$ cat src/rtl/core/svss_pkg.sv
`timescale 1ns / 1ps

package svss_pkg;

  // register indexes of the configuration port
  localparam logic [1:0] REG_REST_TICKS  = 2'd0;
  localparam logic [1:0] REG_DWELL_TICKS = 2'd1;
  localparam logic [1:0] REG_BLANK_LZ    = 2'd2;
  localparam logic [1:0] REG_POINT_TOP   = 2'd3;

  localparam int unsigned NUM_POS = 4;

  typedef enum logic {
    KIND_TICK   = 1'b0,
    KIND_RESULT = 1'b1
  } kind_t;

  // one queued word: its kind and, for results, the decimal split
  typedef struct packed {
    kind_t                        kind;
    logic [NUM_POS-1:0][3:0]      digits;
  } item_t;

  typedef struct packed {
    logic [7:0] rest_ticks;
    logic [7:0] dwell_ticks;
    logic       blank_lz;
    logic       point_top;
  } cfg_t;

  // segments a..g, bit0 is a; codes above nine are dark
  function automatic logic [6:0] glyph(input logic [3:0] d);
    logic [6:0] g;
    case (d)
      4'd0:    g = 7'h3F;
      4'd1:    g = 7'h06;
      4'd2:    g = 7'h5B;
      4'd3:    g = 7'h4F;
      4'd4:    g = 7'h66;
      4'd5:    g = 7'h6D;
      4'd6:    g = 7'h7D;
      4'd7:    g = 7'h07;
      4'd8:    g = 7'h7F;
      4'd9:    g = 7'h6F;
      default: g = 7'h00;
    endcase
    return g;
  endfunction

endpackage

$ cat src/rtl/core/svss_front.sv
`timescale 1ns / 1ps

module svss_front import svss_pkg::*; (
  input  logic       clk,
  input  logic       rst_n,
  input  logic       in_tvalid,
  output logic       in_tready,
  input  logic       in_tuser,   // action
  input  logic [7:0] in_tdata,   // sample
  output logic       head_valid,
  output item_t      head,
  input  logic       pop
);

  localparam int unsigned DEPTH = 2;

  item_t       mem_r [DEPTH];
  logic        wr_ptr_r, wr_ptr_nxt;
  logic        rd_ptr_r, rd_ptr_nxt;
  logic [1:0]  count_r, count_nxt;
  logic        push;
  item_t       entry;

  // decimal split of sample*4 by reciprocal multiplies
  logic [9:0]  val;
  logic [17:0] prod1;
  logic [6:0]  q1;
  logic [9:0]  q1x10;
  logic [14:0] prod2;
  logic [3:0]  q2;
  logic [6:0]  q2x10;
  logic        q3;

  always_comb begin
    val   = {in_tdata, 2'b00};
    prod1 = 18'(val) * 18'd205;
    q1    = prod1[17:11];
    q1x10 = {3'b000, q1} * 10'd10;
    prod2 = 15'(q1) * 15'd205;
    q2    = prod2[14:11];
    q2x10 = {3'b000, q2} * 7'd10;
    q3    = (q2 >= 4'd10);
    entry.kind      = kind_t'(in_tuser);
    entry.digits[0] = 4'(val - q1x10);
    entry.digits[1] = 4'(q1 - q2x10);
    entry.digits[2] = q3 ? 4'(q2 - 4'd10) : q2;
    entry.digits[3] = {3'b000, q3};
  end

  assign in_tready  = (count_r != 2'(DEPTH));
  assign push       = in_tvalid & in_tready;
  assign head_valid = (count_r != 2'd0);
  assign head       = mem_r[rd_ptr_r];

  always_comb begin
    wr_ptr_nxt = push ? ~wr_ptr_r : wr_ptr_r;
    rd_ptr_nxt = pop ? ~rd_ptr_r : rd_ptr_r;
    count_nxt  = 2'(count_r + {1'b0, push} - {1'b0, pop});
  end

  always_ff @(posedge clk) begin
    if (!rst_n) begin
      wr_ptr_r <= 1'b0;
      rd_ptr_r <= 1'b0;
      count_r  <= 2'd0;
    end else begin
      wr_ptr_r <= wr_ptr_nxt;
      rd_ptr_r <= rd_ptr_nxt;
      count_r  <= count_nxt;
    end
  end

  always_ff @(posedge clk) begin
    if (push) begin
      mem_r[wr_ptr_r] <= entry;
    end
  end

  a_count_bound: assert property (@(posedge clk) disable iff (!rst_n)
    count_r <= 2'(DEPTH))
    else $error("queue count beyond depth");

  a_no_pop_empty: assert property (@(posedge clk) disable iff (!rst_n)
    pop |-> head_valid)
    else $error("pop from empty queue");

  a_count_track: assert property (@(posedge clk) disable iff (!rst_n)
    (push && !pop) |=> (count_r == 2'($past(count_r) + 2'd1)))
    else $error("queue count did not follow a push");

endmodule

$ cat src/rtl/core/svss_back.sv
`timescale 1ns / 1ps

module svss_back import svss_pkg::*; #(
  parameter int unsigned DIGITS = 4
) (
  input  logic        clk,
  input  logic        rst_n,
  input  cfg_t        cfg,
  input  logic        head_valid,
  input  item_t       head,
  output logic        pop,
  output logic        out_tvalid,
  input  logic        out_tready,
  output logic [15:0] out_tdata
);

  localparam logic [1:0] POS_LAST = 2'(DIGITS - 1);

  logic                    converting_r, converting_nxt;
  logic                    req_sent_r, req_sent_nxt;
  logic [7:0]              rest_cnt_r, rest_cnt_nxt;
  logic [7:0]              dwell_cnt_r, dwell_cnt_nxt;
  logic [1:0]              pos_r, pos_nxt;
  logic [NUM_POS-1:0][3:0] digits_r, digits_nxt;
  logic [3:0]              drv_en_r, drv_en_nxt;
  logic [6:0]              drv_seg_r, drv_seg_nxt;
  logic                    drv_dp_r, drv_dp_nxt;
  logic                    start_r, start_nxt;
  logic                    out_valid_r, out_valid_nxt;

  logic [7:0]              rest_inc, dwell_inc;
  logic                    conv_t;
  logic [NUM_POS-1:0]      upper_zero;
  logic                    blank;

  assign pop = head_valid & (~out_valid_r | out_tready);

  // zero test of positions p and above
  always_comb begin
    for (int p = 0; p < NUM_POS; p++) begin
      upper_zero[p] = 1'b1;
      for (int k = p; k < NUM_POS; k++) begin
        if (digits_r[k] != 4'd0) upper_zero[p] = 1'b0;
      end
    end
    blank = (pos_r != 2'd0) & cfg.blank_lz & upper_zero[pos_r];
  end

  always_comb begin
    converting_nxt = converting_r;
    req_sent_nxt   = req_sent_r;
    rest_cnt_nxt   = rest_cnt_r;
    dwell_cnt_nxt  = dwell_cnt_r;
    pos_nxt        = pos_r;
    digits_nxt     = digits_r;
    drv_en_nxt     = drv_en_r;
    drv_seg_nxt    = drv_seg_r;
    drv_dp_nxt     = drv_dp_r;
    start_nxt      = start_r;
    rest_inc       = (rest_cnt_r == 8'hFF) ? rest_cnt_r : 8'(rest_cnt_r + 8'd1);
    dwell_inc      = (dwell_cnt_r == 8'hFF) ? dwell_cnt_r : 8'(dwell_cnt_r + 8'd1);
    conv_t         = converting_r | (rest_inc > cfg.rest_ticks);
    out_valid_nxt  = pop | (out_valid_r & ~out_tready);

    if (pop) begin
      start_nxt = 1'b0;
      case (head.kind)
        KIND_RESULT: begin
          // results without an outstanding request are dropped
          if (converting_r && req_sent_r) begin
            digits_nxt     = head.digits;
            req_sent_nxt   = 1'b0;
            rest_cnt_nxt   = 8'd0;
            converting_nxt = 1'b0;
          end
        end
        KIND_TICK: begin
          rest_cnt_nxt   = rest_inc;
          dwell_cnt_nxt  = dwell_inc;
          converting_nxt = conv_t;
          start_nxt      = conv_t & ~req_sent_r;
          req_sent_nxt   = req_sent_r | conv_t;
          if (dwell_inc >= cfg.dwell_ticks) begin
            dwell_cnt_nxt = 8'd0;
            if (blank) begin
              drv_en_nxt  = 4'd0;
              drv_seg_nxt = 7'd0;
              drv_dp_nxt  = 1'b0;
            end else begin
              drv_en_nxt  = 4'(1) << pos_r;
              drv_seg_nxt = glyph(digits_r[pos_r]);
              drv_dp_nxt  = (pos_r == 2'd3) & cfg.point_top;
            end
            pos_nxt = (pos_r >= POS_LAST) ? 2'd0 : 2'(pos_r + 2'd1);
          end
        end
        default: ;
      endcase
    end
  end

  always_ff @(posedge clk) begin
    if (!rst_n) begin
      converting_r <= 1'b1;
      req_sent_r   <= 1'b0;
      rest_cnt_r   <= 8'd0;
      dwell_cnt_r  <= 8'd0;
      pos_r        <= 2'd0;
      digits_r     <= '0;
      drv_en_r     <= 4'd0;
      drv_seg_r    <= 7'd0;
      drv_dp_r     <= 1'b0;
      start_r      <= 1'b0;
      out_valid_r  <= 1'b0;
    end else begin
      converting_r <= converting_nxt;
      req_sent_r   <= req_sent_nxt;
      rest_cnt_r   <= rest_cnt_nxt;
      dwell_cnt_r  <= dwell_cnt_nxt;
      pos_r        <= pos_nxt;
      digits_r     <= digits_nxt;
      drv_en_r     <= drv_en_nxt;
      drv_seg_r    <= drv_seg_nxt;
      drv_dp_r     <= drv_dp_nxt;
      start_r      <= start_nxt;
      out_valid_r  <= out_valid_nxt;
    end
  end

  assign out_tvalid = out_valid_r;
  assign out_tdata  = {3'b000, drv_dp_r, drv_seg_r, drv_en_r, start_r};

  a_start_has_req: assert property (@(posedge clk) disable iff (!rst_n)
    start_r |-> (req_sent_r && converting_r))
    else $error("conversion request without request state");

  a_result_no_start: assert property (@(posedge clk) disable iff (!rst_n)
    (pop && head.kind == KIND_RESULT) |=> !start_r)
    else $error("request raised on a result word");

  a_one_digit: assert property (@(posedge clk) disable iff (!rst_n)
    $onehot0(drv_en_r))
    else $error("more than one digit enabled");

endmodule

$ cat src/rtl/core/sampled_value_seven_segment_scanner.sv
`timescale 1ns / 1ps
// an accepted word is written to the queue, then popped into the registered output word
// one word per cycle while out_tready holds; the back end retires one queued word per cycle
// a two-entry queue between front and back lets either side stall alone
// reset: synchronous active-low rst_n; config returns to defaults, a conversion
// is pending, scan at the ones digit, display dark, queue and output empty

module sampled_value_seven_segment_scanner import svss_pkg::*; #(
  parameter int unsigned DIGITS = 4
) (
  input  logic        clk,
  input  logic        rst_n,
  // input stream
  input  logic        in_tvalid,
  output logic        in_tready,
  input  logic        in_tuser,    // [0] action: 0 tick, 1 converter result
  input  logic [7:0]  in_tdata,    // [7:0] sample
  // result stream
  output logic        out_tvalid,
  input  logic        out_tready,
  output logic [15:0] out_tdata,   // [0] start_conversion, [4:1] digit_enable,
                                   // [11:5] segments, [12] decimal_point, rest zero
  // configuration writes
  input  logic        cfg_we,
  input  logic [1:0]  cfg_index,
  input  logic [7:0]  cfg_wdata
);

  cfg_t  cfg_r, cfg_nxt;
  logic  head_valid;
  item_t head;
  logic  pop;

  // configuration registers, write only
  always_comb begin
    cfg_nxt = cfg_r;
    if (cfg_we) begin
      case (cfg_index)
        REG_REST_TICKS:  cfg_nxt.rest_ticks  = cfg_wdata;
        REG_DWELL_TICKS: cfg_nxt.dwell_ticks = cfg_wdata;
        REG_BLANK_LZ:    cfg_nxt.blank_lz    = cfg_wdata[0];
        REG_POINT_TOP:   cfg_nxt.point_top   = cfg_wdata[0];
        default: ;
      endcase
    end
  end

  always_ff @(posedge clk) begin
    if (!rst_n) begin
      cfg_r.rest_ticks  <= 8'd10;
      cfg_r.dwell_ticks <= 8'd3;
      cfg_r.blank_lz    <= 1'b1;
      cfg_r.point_top   <= 1'b1;
    end else begin
      cfg_r <= cfg_nxt;
    end
  end

  // front: takes words, splits results into decimal digits, queues them
  svss_front u_front (
    .clk        (clk),
    .rst_n      (rst_n),
    .in_tvalid  (in_tvalid),
    .in_tready  (in_tready),
    .in_tuser   (in_tuser),
    .in_tdata   (in_tdata),
    .head_valid (head_valid),
    .head       (head),
    .pop        (pop)
  );

  // back: conversion pacing, digit scan, registered output word
  svss_back #(
    .DIGITS (DIGITS)
  ) u_back (
    .clk        (clk),
    .rst_n      (rst_n),
    .cfg        (cfg_r),
    .head_valid (head_valid),
    .head       (head),
    .pop        (pop),
    .out_tvalid (out_tvalid),
    .out_tready (out_tready),
    .out_tdata  (out_tdata)
  );

endmodule
$ cat config.mk
export PLATFORM = sky130hd
export DESIGN_NAME = sampled_value_seven_segment_scanner
export DESIGN_NICKNAME = d
export VERILOG_FILES = /design/src/rtl/core/svss_pkg.sv /design/src/rtl/core/svss_front.sv /design/src/rtl/core/svss_back.sv /design/src/rtl/core/sampled_value_seven_segment_scanner.sv
export SDC_FILE = /design/constraint.sdc
export NUM_CORES = 1
export LEC_CHECK = 0
export ABC_AREA = 1
export BUFFER_PORTS_ARGS = -buffer_cell sky130_fd_sc_hd__buf_2
export CORE_AREA = 2 2 92 183
export DETAILED_ROUTE_END_ITERATION = 16
export DIE_AREA = 0 0 94 185
export PLACE_DENSITY_LB_ADDON = 0.12
export SYNTH_ARGS = -nofsm -noshare
export SYNTH_HDL_FRONTEND = slang
export SYNTH_SLANG_ARGS = --single-unit
$ cat constraint.sdc
create_clock -name clk -period 8.1 [get_ports clk]
set_clock_uncertainty 0.2 [all_clocks]
set_input_delay 1.215 -clock clk [delete_from_list [all_inputs] [get_ports clk]]
set_output_delay 1.215 -clock clk [all_outputs]
set_load 0.005 [all_outputs]
======== Word level (Yosys, flattened, before mapping) ========
Memory sizes are Yosys's and may differ from the RTL's. A register that Yosys moved wholly into a read port is not among the register bits.
Cells that the tools add are included.
cells by class
  bitwise logic cells ..................... 17
  mux-type cells .......................... 32
  $lt $le $gt $ge ......................... 5
  eq/ne operators ......................... 8
  shifts and indexed selects .............. 1
  reductions and logical operators ........ 16
  add/subtract/negate cells ............... 8
  multipliers ............................. 4
operator list
  kind                  count
  $mux 8                4
  $mux 1                18
  $add 8x1->8 const B   2
  $eq 8x8->1 const B    2
  $mul 8x8->16 const B  1
  $pmux 8 s2            1
  $reduce_bool 4->1     4
  $mul 7x8->15 const B  1
  $mux 4                3
  $reduce_and 2->1      6
  $bmux 4 s2            1
  $ge 8x8->1            1
  $gt 8x8->1            1
  $sub 4x4->4           2
  $and 1x1->1           7
  $mul 7x3->3 const B   1
  $mux 7                1
  $eq 2x2->1 const B    3
  $not 1->1             6
  $reduce_and 3->1      2
  $ge 4x4->1 const B    1
  $mul 4x3->3 const B   1
  $ne 2x2->1 const B    2
  $or 1x1->1            4
  other kinds (14)      16
storage, ports and cells
  RAM bits ................................ 28
  input port bits ......................... 24
  memories kept ........................... 2
  ROM bits ................................ 112
  output and inout bits ................... 18
  bits in registers ....................... 72
  logic and storage cells ................. 114
memory list
  name              words  bits a word  rd ports  clocked after Yosys merged registers in  wr ports  line              source
  (name not given)  16     7            1         0                                        0         svss_pkg.sv:34    case (d)
  u_front.mem_r     2      14           1         1                                        1         svss_front.sv:17  item_t mem_r [DEPTH];

======== Longest topological paths before layout ========
  depth in word-level cells ............... 9
  mapped depth ............................ 40

======== Cells and area by module ========
Synthesis repeated with hierarchy kept, for this count alone.
second synthesis, totals
  cell total of the unflattened synthesis .. 1023
  area, all modules ....................... 7724.9 um^2
modules (own cells, without submodules)
  module                               area an instance (um^2)  instances  cells an instance  sequential area each (um^2)
  svss_front                           3813.7                   1          457                820.8
  svss_back                            3106.7                   1          456                1001.0
  sampled_value_seven_segment_scanner  804.5                    1          110                360.3

======== Worst setup path after synthesis ========
No wires, ideal clock.
  kind .................................... input -> register
  start point ............................. input port in_tdata[1]
  end point ............................... memory u_front.mem_r[0][7] (netlist bit), data pin
  buffers on the path ..................... 0
  data arrival time ....................... 7150 ps
  cell stages on the path ................. 32
  slack ................................... 493 ps
  library setup time ...................... 256 ps
  required time ........................... 7644 ps
  cells stage by stage .................... ha_1 > fa_1 > fa_1 > fa_1 > ha_1 > nand2_1 > nand2_1 > nand2_1 > nand2_1 > inv_2 > nand2_1 > a21oi_2 > xnor2_1 > ha_1 > ha_1 > fa_1 > inv_1 > fa_1 > inv_1 > ha_1 > nand2_1 > nor2_1 > o21ai_1 > nand3_1 > nand2_1 > nand2_1 > xor2_1 > ha_1 > a21oi_1 > inv_1 > nand2_1 > nand2_1
RTL lines
  item         line                                       source
  from (decl)  sampled_value_seven_segment_scanner.sv:17  input logic [7:0] in_tdata,
  to (decl)    svss_front.sv:17

==> impl_metrics.ini <==
[floorplanning]
io_pins = 42
num_rows = 66
core-area_um2 = 16100
die-area_um2 = 17400
fp.dieW_um = 94
initial_core_util_pct = 43.8
die_y_um = 185

[sta]
slew_headroom_pct = 23.7
setup_viol = 0
min_period_over_period_pct = 93.6
fmax_mhz = 132
holdWs_ns = 0.265
finalHoldViolations = 0
worst_pin_slew_ns = 1.14
finalWorstPathRequiredPeriod_ns = 7.58
report.final.slew_viol_count = 0
grt_setup_unrepaired = false
tns_ns = 0

[global_routing]
antenna_found_initial = 0
grt_usage_pct = 17.2
grt_pass1_vias = 5447
grt_pass1_wl_um = 24700
grt_overflow = 0
grt_max_degree = 38

[synthesis]
yosysWarnings = 0
synth_top_area_share_pct = 19.3
netlist_area_um2 = 7060
synth_top_cell_by_area = dfxtp_1
synth_ff_type = dfxtp_1
ys_async_sr_fraction_pct = 0
synth-seq-area-share_pct = 29.5
synth_edf_count = 24
avgSynthCellArea_um2 = 7.70
yosysMostFrequentCell = nand2_1
netlist_top_cells_area = dfxtp_1 19%, ha_1 19%, nand2_1 10%
yosysUniqueCellTypes = 44
netlist_top_cells_count = 193 x nand2_1, 155 x inv_1, 105 x ha_1, 84 x a21oi_1, 68 x dfxtp_1
synthCells = 916
synth-seq-cells = 92

[routing]
drc_errors = 0
wl_per_cell_um = 12.1
drt.antenna.violating_nets = 0
num_vias = 5576
drt-initial-drc-count = 216
routed_via_density = 4.81
dr.pass1.iters = 4
wirelength_um = 14000

[cts]
clk_path_buf_depth = 2
post_cts_buffers = 0
cts_resized = 0
hold_buffers = 0
cts_root_buf = clkbuf_16
cts_sinks = 92
numCtsBuffers = 9
cts_tree = yes
htreeDepth = 3
clock_latency_ns = 0.33
clkTransAtPathRegs_ns = 0.06

[status]
status = complete, no violations

[critical_path]
r2r_cells = 14
regToRegEndpoint = u_back.drv_seg_r[6]
required_ns = 7.99
end_kind = register
crit_top_cell = nand2_1
r2r_start = u_back.dwell_cnt_r[0]
cpPeakStageDelay_ns = 0.53
worst_setup_path_start_kind = input pin
crit_type = input pin to register
cp_slowest_cell = fa_1
crit_path_end = u_front.mem_r[1][7]
worst-r2r-setup-slack_ns = 5.00
worstPathMaxFanout = 4
crit_arrival_ns = 7.47
crit_start = in_tdata[2]

[final_layout]
fill_cells = 1614
syn_to_final_growth_pct = 10.3
num_antenna_cells = 0
finalNetCount = 1100
drive_gt1_share_pct = 11.4

[placement]
gp_congestion = 0.821
port_buffers = 38
hpwl_um = 11200

[min_path]
min-delay-path-class = register to register

[flow_run]
cap_violations = 0
[worst min path at each step]
| stage | depth (start not counted) | slack [ns] | from | endpoint |
|---|---|---|---|---|
| 2_1_floorplan | 1 | 0.23 | u_front.rd_ptr_r | register |
| 3_3_place_gp | 1 | 0.24 | u_front.rd_ptr_r | u_front.rd_ptr_r |
| 3_5_place_dp | 2 | 0.26 | u_back.rest_cnt_r[6] | u_back.rest_cnt_r[6] |
| 4_1_cts | 2 | 0.27 | u_back.rest_cnt_r[6] | u_back.rest_cnt_r[6] |
| 5_1_grt | 2 | 0.29 | u_back.start_r | u_back.start_r |
| 6_report | 2 | 0.27 | u_back.start_r | u_back.start_r |
[layout by cell type, fill, tap and decap left out, drive strengths merged]
master / count
nand2: 199
inv: 171
ha: 105
a21oi: 90
dfxtp: 68
nor2: 66
o21ai: 51
nand3: 44
buf: 42
edfxtp: 24
fa: 20
xor2: 12
clkbuf: 12
nand4: 11
xnor2: 8
a22oi: 6
o211ai: 6
nor3: 5
clkinv: 4
conb: 3
o21bai: 2
nand3b: 2
a31oi: 1
mux2i: 1
o21a: 1
nor3b: 1
bufinv: 1
[per-layer routing]
metal	routed length, µm	GRT usage [%]	part of all wire (%)	vias up
met3	297	2.32	2.1	6
li1	-	-	-	3020
met4	78	3.13	0.56	0
met1	6900	23.4	49	2500
met5	0	0	0	-
met2	6750	29.4	48	50
[critical path, delay by kind of cell]
| kind | cells | cell delay (ns) |
|---|---|---|
| XOR/XNOR | 1 | 0.16 |
| AO/OA/AOI/OAI | 2 | 0.32 |
| AND/OR/NAND/NOR | 14 | 1.11 |
| adder cells (fa/ha/maj) | 12 | 4.17 |
| buffers and inverters | 9 | 0.52 |
[logic make-up after synthesis]
family | Yosys count | synth area share [%]
other | 1 | 0.0531
AO/OA/AOI/OAI | 157 | 12.4
AND/OR/NAND/NOR | 328 | 20.4
XOR/XNOR | 20 | 2.59
flip-flops | 92 | 29.5
buffers and inverters | 192 | 10.7
adder cells (fa/ha/maj) | 125 | 24.3
multiplexers | 1 | 0.142
[state kept, by name (all words and copies together) (netlist names), named ones only]
signal,cells
u_back.drv_dp_r,1
u_front.count_r,2
u_front.mem_r,24
cfg_r,18
u_back.pos_r,2
u_back.req_sent_r,1
u_back.drv_en_r,4
u_back.digits_r,11
u_back.rest_cnt_r,8
u_back.converting_r,1
u_back.out_tvalid,1
u_front.wr_ptr_r,1
u_back.dwell_cnt_r,8
u_back.drv_seg_r,7
u_back.start_r,1
u_front.rd_ptr_r,1
[layout make-up]
cell class | count | area [µm²] | area share, %
multi-input combinational | 634 | 4270 | 54.9
sequential | 92 | 2080 | 26.7
inverter | 172 | 648 | 8.33
clock buffer | 12 | 256 | 3.30
tap | 204 | 255 | 3.28
timing repair buffer | 42 | 220 | 2.83
clock inverter | 4 | 48.8 | 0.627
[through the flow]
| stage | std cells | cell area (µm²) | util (%) | worst slack [ns] |
|---|---|---|---|---|
| after floorplan | 918 | 7060 | - | 0.493 |
| after global placement | 1144 | 7430 | 46.2 | 0.0889 |
| after detailed placement | 1144 | 7430 | 46.2 | 0.0103 |
| after CTS | 1160 | 7740 | 48.1 | 0.347 |
| after global routing | 1160 | 7780 | 48.3 | 0.0195 |
| final | 1160 | 7780 | 48.3 | 0.517 |
Power is left out: the tool's default activity adds up to more than one toggle a clock period on the data nets, which glitch-free logic cannot reach.
